==> src/design/hafcr_pkg.sv <==
// shared types, constants and a helper function for the hex ascii frame receiver
// no dependencies
package hafcr_pkg;

  localparam int FRAME_BYTES = 32;
  localparam int HDR_DEPTH   = 3;
  localparam int CNT_BITS    = $clog2(FRAME_BYTES + 1);
  localparam int CNT_W       = (CNT_BITS > 6) ? CNT_BITS : 6;

  localparam logic [7:0] CH_OPEN  = 8'h40;
  localparam logic [7:0] CH_CLOSE = 8'h21;

  localparam logic [7:0] HDR_CMD_DIR    = 8'h01;
  localparam logic [7:0] HDR_CMD_LED    = 8'h02;
  localparam logic [7:0] HDR_CMD_SENSOR = 8'h04;

  localparam logic [CNT_W-1:0] FRAME_FULL = CNT_W'(FRAME_BYTES);
  localparam logic [CNT_W-1:0] CNT_SAT    = CNT_W'(63);

  typedef enum logic [1:0] {
    CMD_NONE   = 2'd0,
    CMD_DIR    = 2'd1,
    CMD_LED    = 2'd2,
    CMD_SENSOR = 2'd3
  } cmd_kind_t;

  typedef struct packed {
    logic [HDR_DEPTH-1:0][7:0] hdr;
    logic [CNT_W-1:0]          count;
    logic                      ovf;
  } hdr_snap_t;

  typedef struct packed {
    cmd_kind_t  kind;
    logic [7:0] line_follow_mode;
    logic [7:0] direction_code;
    logic       direction_valid;
    logic       recompute_direction;
    logic [7:0] led_pattern;
    logic [5:0] payload_bytes;
    logic       overflow;
  } result_t;

  function automatic logic [3:0] hex_nibble(input logic [7:0] c);
    logic [3:0] n;
    n = 4'h0;
    if (c >= 8'h30 && c <= 8'h39) begin
      n = c[3:0];
    end else if (c >= 8'h41 && c <= 8'h46) begin
      n = 4'(c[3:0] + 4'h9);
    end
    return n;
  endfunction

endpackage

==> src/design/hafcr_framer.sv <==
// frame state: open/close tracking, nibble packing and header byte store
// depends on hafcr_pkg
module hafcr_framer (
  input  logic                 clk,
  input  logic                 rst,
  input  logic                 step,
  input  logic [7:0]           rx_word,
  output hafcr_pkg::hdr_snap_t snap
);

  logic                                  in_frame, in_frame_next;
  logic [hafcr_pkg::CNT_W-1:0]           byte_count, byte_count_next;
  logic                                  low_nibble_next, low_nibble_next_next;
  logic                                  overflow_seen, overflow_seen_next;
  logic [hafcr_pkg::HDR_DEPTH-1:0][7:0]  header_store, header_store_next;
  logic [3:0]                            nib;

  always_ff @(posedge clk) begin
    if (rst) begin
      in_frame        <= 1'b0;
      byte_count      <= '0;
      low_nibble_next <= 1'b0;
      overflow_seen   <= 1'b0;
      header_store    <= '0;
    end else if (step) begin
      in_frame        <= in_frame_next;
      byte_count      <= byte_count_next;
      low_nibble_next <= low_nibble_next_next;
      overflow_seen   <= overflow_seen_next;
      header_store    <= header_store_next;
    end
  end

  always_comb begin
    nib                  = hafcr_pkg::hex_nibble(rx_word);
    in_frame_next        = in_frame;
    byte_count_next      = byte_count;
    low_nibble_next_next = low_nibble_next;
    overflow_seen_next   = overflow_seen;
    header_store_next    = header_store;
    priority if (rx_word == hafcr_pkg::CH_OPEN) begin
      in_frame_next        = 1'b1;
      byte_count_next      = '0;
      low_nibble_next_next = 1'b0;
      overflow_seen_next   = 1'b0;
      header_store_next    = '0;
    end else if (rx_word == hafcr_pkg::CH_CLOSE) begin
      in_frame_next = 1'b0;
    end else if (in_frame) begin
      low_nibble_next_next = !low_nibble_next;
      if (byte_count >= hafcr_pkg::FRAME_FULL) begin
        overflow_seen_next = 1'b1;
      end else begin
        for (int i = 0; i < hafcr_pkg::HDR_DEPTH; i++) begin
          if (byte_count == hafcr_pkg::CNT_W'(i)) begin
            header_store_next[i] = low_nibble_next ? (header_store[i] | {4'h0, nib})
                                                   : (header_store[i] | {nib, 4'h0});
          end
        end
        if (low_nibble_next) begin
          byte_count_next = byte_count + hafcr_pkg::CNT_W'(1);
        end
      end
    end
  end

  assign snap.hdr   = header_store;
  assign snap.count = byte_count;
  assign snap.ovf   = overflow_seen;

endmodule

==> src/design/hafcr_decoder.sv <==
// command decode of the stored header bytes into result fields
// depends on hafcr_pkg
module hafcr_decoder (
  input  hafcr_pkg::hdr_snap_t snap,
  output hafcr_pkg::result_t   res
);

  always_comb begin
    res = '0;
    unique case (snap.hdr[0])
      hafcr_pkg::HDR_CMD_DIR: begin
        res.kind             = hafcr_pkg::CMD_DIR;
        res.line_follow_mode = snap.hdr[1];
        if (snap.hdr[1] == 8'h00) begin
          res.direction_code  = snap.hdr[2];
          res.direction_valid = 1'b1;
        end else begin
          res.recompute_direction = 1'b1;
        end
      end
      hafcr_pkg::HDR_CMD_LED: begin
        res.kind        = hafcr_pkg::CMD_LED;
        res.led_pattern = snap.hdr[1];
      end
      hafcr_pkg::HDR_CMD_SENSOR: begin
        res.kind = hafcr_pkg::CMD_SENSOR;
      end
      default: begin
        res.kind = hafcr_pkg::CMD_NONE;
      end
    endcase
    res.payload_bytes = (snap.count > hafcr_pkg::CNT_SAT) ? 6'd63 : snap.count[5:0];
    res.overflow      = snap.ovf;
  end

endmodule

==> src/design/hex_ascii_frame_command_receiver_core.sv <==
// hex ascii frame command receiver, top level
// an accepted '!' word is registered in s1_byte, then its decoded result is registered in res_q for the outputs
// throughput: one word per cycle; only '!' words wait on the result register
// reset: synchronous, clears frame state, header store and both valid flags
// depends on hafcr_pkg, hafcr_framer, hafcr_decoder
module hex_ascii_frame_command_receiver_core (
  input  logic       clk,
  input  logic       rst,
  input  logic       in_valid,
  output logic       in_ready,
  input  logic [7:0] rx_byte,
  output logic       out_valid,
  input  logic       out_ready,
  output logic [1:0] command_kind,
  output logic [7:0] line_follow_mode,
  output logic [7:0] direction_code,
  output logic       direction_valid,
  output logic       recompute_direction,
  output logic [7:0] led_pattern,
  output logic [5:0] payload_bytes,
  output logic       overflow
);

  logic                 s1_valid;
  logic [7:0]           s1_byte;
  logic                 s1_close, s1_go, slot_free;
  hafcr_pkg::hdr_snap_t snap;
  hafcr_pkg::result_t   res, res_q;

  assign s1_close  = (s1_byte == hafcr_pkg::CH_CLOSE);
  assign slot_free = !out_valid || out_ready;
  assign s1_go     = s1_valid && (!s1_close || slot_free);
  assign in_ready  = !rst && (!s1_valid || s1_go);

  always_ff @(posedge clk) begin
    if (rst) begin
      s1_valid <= 1'b0;
    end else if (in_ready) begin
      s1_valid <= in_valid;
    end else if (s1_go) begin
      s1_valid <= 1'b0;
    end
  end

  always_ff @(posedge clk) begin
    if (in_valid && in_ready) begin
      s1_byte <= rx_byte;
    end
  end

  hafcr_framer u_framer (
    .clk     (clk),
    .rst     (rst),
    .step    (s1_go),
    .rx_word (s1_byte),
    .snap    (snap)
  );

  hafcr_decoder u_decoder (
    .snap (snap),
    .res  (res)
  );

  always_ff @(posedge clk) begin
    if (rst) begin
      out_valid <= 1'b0;
    end else if (s1_go && s1_close) begin
      out_valid <= 1'b1;
    end else if (out_ready) begin
      out_valid <= 1'b0;
    end
  end

  always_ff @(posedge clk) begin
    if (s1_go && s1_close) begin
      res_q <= res;
    end
  end

  assign command_kind        = res_q.kind;
  assign line_follow_mode    = res_q.line_follow_mode;
  assign direction_code      = res_q.direction_code;
  assign direction_valid     = res_q.direction_valid;
  assign recompute_direction = res_q.recompute_direction;
  assign led_pattern         = res_q.led_pattern;
  assign payload_bytes       = res_q.payload_bytes;
  assign overflow            = res_q.overflow;

endmodule

==> config.mk <==
export PLATFORM = sky130hd
export DESIGN_NAME = hex_ascii_frame_command_receiver_core
export DESIGN_NICKNAME = d
export VERILOG_FILES = /design/src/design/hafcr_pkg.sv /design/src/design/hafcr_framer.sv /design/src/design/hafcr_decoder.sv /design/src/design/hex_ascii_frame_command_receiver_core.sv
export SDC_FILE = /design/constraint.sdc
export NUM_CORES = 1
export LEC_CHECK = 0
export BUFFER_PORTS_ARGS = -buffer_cell sky130_fd_sc_hd__buf_2
export CORE_MARGIN = 4
export CORE_UTILIZATION = 60
export CTS_CLUSTER_DIAMETER = 120
export DETAILED_ROUTE_END_ITERATION = 6
export HOLD_SLACK_MARGIN = 0.02
export PLACE_DENSITY = 0.82
export SLEW_MARGIN = 20
export SYNTH_ARGS = -nofsm -noshare
export SYNTH_HDL_FRONTEND = slang
export SYNTH_SLANG_ARGS = --single-unit
==> constraint.sdc <==
create_clock -name clk -period 8.2 [get_ports clk]
set_input_delay 1.64 -clock clk [delete_from_list [all_inputs] [get_ports clk]]
set_output_delay 1.64 -clock clk [all_outputs]
set_load 0.005 [all_outputs]
; ---- After elaboration in Yosys (flattened, before gate mapping)
; Cells that the tools add are included.
[classes]
add_sub_neg = 2
magnitude_cmp = 6
n_eq_ne = 9
n_mux = 33
bitwise_logic = 6
reduce_logical = 33
[ops]
columns = cell, count
row1 = two-way mux 24 bit, 4
row2 = two-way mux 8 bit, 6
row3 = two-way mux 6 bit, 5
row4 = bitwise OR 8 x 4 -> 8 bit, 3
row5 = bitwise OR 8 bit, 3
row6 = AND reduction 5 bit, 4
row7 = nonzero test 2 bit, 9
row8 = two-way mux 1 bit, 15
row9 = "== test 8 x 1 -> 1 bit, second input constant", 1
row10 = "== test 8 x 2 -> 1 bit, second input constant", 1
row11 = "== test 8 x 3 -> 1 bit, second input constant", 1
row12 = "== test 8 x 6 -> 1 bit, second input constant", 1
row13 = "== test 8 x 7 -> 1 bit, second input constant", 1
row14 = ">= comparator 8 x 6 -> 1 bit, second input constant", 1
row15 = ">= comparator 8 x 7 -> 1 bit, second input constant", 1
row16 = "less-or-equal comparator 8 x 6 -> 1 bit, second input constant", 1
row17 = "less-or-equal comparator 8 x 7 -> 1 bit, second input constant", 1
row18 = logical NOT 8 bit, 1
row19 = two-way mux 4 bit, 2
row20 = "adder 6 x 1 -> 6 bit, second input constant", 1
row21 = "== test 6 x 1 -> 1 bit, second input constant", 1
row22 = "== test 6 x 2 -> 1 bit, second input constant", 1
row23 = ">= comparator 6 bit, second input constant", 1
row24 = "> comparator 6 bit, second input constant", 1
row25 = 10 further kinds, 23
[word_totals]
reg_bits = 78
in_bits = 12
out_inout_bits = 37

; ---- Longest topological paths before layout
[depth]
ltp_word = 11
depth_mapped = 8
mapped_depth_nobuf = 7

; ---- Hierarchy
; Synthesis repeated with hierarchy kept, for this count alone.
[unflattened]
cells_unflattened = 293
hier_area_um2 = 3349.5
[by_module_without_submodules]
columns = module, n_inst, cells_per_inst, area_per_inst_um2
row1 = hafcr_framer, 1, 185, 1576.5
row2 = hex_ascii_frame_command_receiver_core, 1, 61, 1470.2
row3 = hafcr_decoder, 1, 47, 302.8

; ---- Least setup slack after synthesis
; Ideal clock, no wire load.
[synth_timing]
path_type = input-to-reg
from = input port out_ready
to = register res_q (netlist bit command_kind[0]) (enable)
setup_time_ps = 429
arrival_time_ps = 3231
slack_ps = 4541
path_stages = 2
n_path_buf = 0
path_cell_list = nor2b_1 nor2_1
[synth_between]
elab_chain_len = 4
[synth_rtl]
columns = item, line
row1 = "start, declared", hex_ascii_frame_command_receiver_core.sv:13  ; input logic out_ready,
row2 = logical OR 1 bit, hex_ascii_frame_command_receiver_core.sv:31  ; assign slot_free = !out_valid || out_ready;
row3 = logical OR 1 bit, hex_ascii_frame_command_receiver_core.sv:32  ; assign s1_go = s1_valid && (!s1_close || slot_free);
row4 = logical AND 1 bit, hex_ascii_frame_command_receiver_core.sv:32
row5 = logical AND 1 bit, hex_ascii_frame_command_receiver_core.sv:75  ; if (s1_go && s1_close) begin
row6 = "end signal, assigned", hex_ascii_frame_command_receiver_core.sv:76  ; res_q <= res;
row7 = "end, declared", hex_ascii_frame_command_receiver_core.sv:28  ; hafcr_pkg::result_t res, res_q;
; No other way between the ends.
; A chain may end at the register's enable or synchronous reset.

; ---- Worst setup path in the final report
[layout_timing]
from = input port out_ready
to = output port in_ready
[layout_between]
elab_chain_len = 5
[layout_rtl]
columns = item, line
row1 = logical OR 1 bit, hex_ascii_frame_command_receiver_core.sv:31
row2 = logical OR 1 bit, hex_ascii_frame_command_receiver_core.sv:32
row3 = logical AND 1 bit, hex_ascii_frame_command_receiver_core.sv:32
row4 = logical OR 1 bit, hex_ascii_frame_command_receiver_core.sv:33  ; assign in_ready = !rst && (!s1_valid || s1_go);
row5 = logical AND 1 bit, hex_ascii_frame_command_receiver_core.sv:33
row6 = "end, declared", hex_ascii_frame_command_receiver_core.sv:10  ; output logic in_ready,
; No other way between the ends.

==> flow_summary.yaml <==
outcome:
  status: "completed"
critical_path:
  r2r-start: "s1_byte[1]$_DFFE_PP_"
  path_delay_family: "simple AND/OR/NAND/NOR gates"
  start_kind: "input pin"
  critPathMaxFanout: 4
  critPathArrivalTime_ns: 2.38
  worstPathCellList: "buf_2 > nor2b_1 > a31oi_1 > buf_2"
  r2r_slack_ns: 5.32
  crit_path_start: "out_ready"
  slowest_stage: "nor2b_1"
  critical_path_class: "input pin to output pin"
  crit_buf_inv: 2
  path_common_cell: "buf_2"
  slowest_delay_ns: 0.33
  worstSetupEndpointType: "output pin"
  worstPathRequired_ns: 6.56
cells_and_area:
  final_common_cell: "buf_2"
  drive_gt1_share_pct: 25.88
  nNetsFinal: 329
  mostFrequentLayoutCells: "48 x buf_2, 43 x edfxtp_1, 35 x dfxtp_1"
  syn2layout_area_growth_pct: 15.29
  antennaDiodeCount: 0
  multiInputGateArea_um2: 1200
  nFillCells: 356
  ff_latch_area_um2: 1992
place:
  port_buffers: 48
  place_hpwl_mm: 3.842
  gp_congestion: 0.7734
cts:
  cts.sink_count: 78
  clock_latency_ns: 0.34
  ctsResizeCount: 0
  clockBufferDepth: 2
  cts_inserted_buffers: 9
  ctsHtreeMaxLevel: 3
  clk_pin_slew_ns: 0.07
  post_cts_buffers: 0
  tritoncts: "built"
  root_buffer: "clkbuf_8"
  cts_hold_buf: 0
floorplan:
  top_level_ports: 49
  die_h_um: 81.76
  fp.dieW_um: 81.76
  fp.dieArea_um2: 6685
  core_area_um2: 5205
  start_util_pct: 62.72
  num_rows: 26
pwr:
  p_total_mw: 0.7277
  p_leak_nw: 1.441
  p_per_area_nw_per_um2: 193.3
  ir_drop_mv: 0.1657
yosys:
  seq_area_frac_synth_pct: 61.02
  syn_area_um2: 3264
  ys_types: 54
  yosysTopAreaCellShare_pct: 39.56
  syn_inst: 261
  synth.avg_cell_area_um2: 12.51
  synth-edff-count: 43
  yosys.area.top_type: "edfxtp_1"
  yosys_warnings: 0
  syn_nets: 282
  synth_seq_cells: 78
  ys.flop_type: "edfxtp_1"
  async_reset_ff_share_pct: 0
  synth_area_leaders: "edfxtp_1 40%, dfxtp_1 21%, a22o_1 4.6%"
route:
  vias: 2119
  drt-initial-drc-count: 116
  first_pass_iters: 5
  ant_nets: 0
  routed_via_density: 5.533
  drc: 0
  drt-total-wl_mm: 5.681
  wl_per_cell_um: 14.83
global_routing:
  antenna_found_initial: 0
  grt_pass1_wl_mm: 9.121
  grt_overflow: 0
  grt_pass1_vias: 1995
  grtUsageTotal_pct: 18.70
  grt_max_degree: 37
sta:
  fmax_mhz: 248.9
  setup_violations: 0
  min_period_over_period_pct: 49.00
  rsz0062_at_grt: "no"
  worstMarginPinSlew_ns: 0.9753
  fin_setup_tns_ns: 0
  hold_viol: 0
  worst_clock_skew_ns: 0.005392
  slew_headroom_pct: 34.82
  period_needed_ns: 4.018
  final_max_slew_viol_count: 0
worst_hold_path:
  min_path_type: "register to register"
  min_from: "u_framer.overflow_seen$_SDFFE_PP0P_"
job:
  drv_cap: 0
-- per-layer routing --
layer	vias up	track usage [%]	routed length, um	part of all wire (%)
met2	60	31.10	2802	49
met4	0	11.96	155	2.7
met1	987	21.44	2457	43
met5	-	0	0	0
li1	1060	-	-	-
met3	12	4.605	266	4.7
-- worst register-to-register path: cells and delay by family (launching register included) --
kind          cells  cell delay [ns]
simple gates      4             1.63
flops             1             0.49
fa+ha+maj         1             0.20
buf+inv           1             0.16
-- flip-flops by register name, summed over array words and instances (netlist names) --
| register | count |
|---|---|
| recompute_direction | 1 |
| line_follow_mode | 8 |
| u_framer.snap | 24 |
| s1_valid | 1 |
| s1_byte | 8 |
| u_framer.in_frame | 1 |
| command_kind | 2 |
| u_framer.byte_count | 6 |
| u_framer.low_nibble_next | 1 |
| overflow | 1 |
| u_framer.overflow_seen | 1 |
| direction_valid | 1 |
| payload_bytes | 6 |
| direction_code | 8 |
| led_pattern | 8 |
| out_valid | 1 |
-- through the flow --
| stage | worst slack [ns] | utilization, % | cell area, um2 | hold slack [ns] | instances |
|---|---|---|---|---|---|
| after global placement | 4.249 | 68.10 | 3545 | 0.4236 | 367 |
| after floorplan | 4.541 | - | 3264 | 0.4090 | 261 |
| after global routing | 4.120 | 72.31 | 3764 | 0.4499 | 383 |
| after CTS | 4.183 | 72.14 | 3755 | 0.4417 | 383 |
| after detailed placement | 4.186 | 68.10 | 3545 | 0.4234 | 367 |
| final | 4.182 | 72.31 | 3764 | 0.4453 | 383 |
-- logic make-up after synthesis --
| family | synth area share [%] |
|---|---|
| and+or+nand+nor | 19.47 |
| DFF | 61.02 |
| AOI/OAI and AO/OA | 11.69 |
| buffers and inverters | 2.913 |
| adders and majority gates | 3.450 |
| xor gates and xnor gates | 0.8051 |
| muxes | 0.6516 |
-- layout make-up --
type                       count  area share, %
sequential                    78          52.93
multi-input combinational    163          31.88
timing repair buffer          49          6.582
clock buffer                  13          4.488
tap                           70          2.327
clock inverter                 3          1.097
inverter                       7         0.6981
-- power by group --
group / switching, mW / internal [mW]
sequential: 0.00516 / 0.412
clock: 0.128 / 0.165
combinational: 0.0107 / 0.00724
-- cells in the mapped netlist (2+ instances only) --
| cell | instances |
|---|---|
| ha_1 | 9 |
| o21ai_1 | 3 |
| a22o_1 | 17 |
| or3b_1 | 2 |
| o211ai_1 | 2 |
| nor2_1 | 9 |
| nor4_1 | 2 |
| nor4_4 | 2 |
| nand3_1 | 4 |
| a31oi_1 | 4 |
| and3_4 | 4 |
| o21ai_0 | 3 |
| nand4b_1 | 2 |
| and2_1 | 19 |
| nor2b_1 | 6 |
| nand4_1 | 2 |
| inv_1 | 7 |
| a21oi_1 | 9 |
| nand3b_1 | 3 |
| nor3_1 | 4 |
| clkbuf_1 | 9 |
| edfxtp_1 | 43 |
| nand2_1 | 20 |
| dfxtp_1 | 35 |
| and3_1 | 9 |
| a21o_1 | 2 |
| xnor2_1 | 3 |
-- worst paths after layout --
kind / to / cells past startpoint
setup / recovery: in_ready / 4
hold / removal: overflow$_DFFE_PP_ / 0
setup reg to reg: line_follow_mode[2]$_SDFFCE_PN0P_ / 6
hold reg to reg: overflow$_DFFE_PP_ / 0
Note: power is estimated with default switching activity, not from simulation.
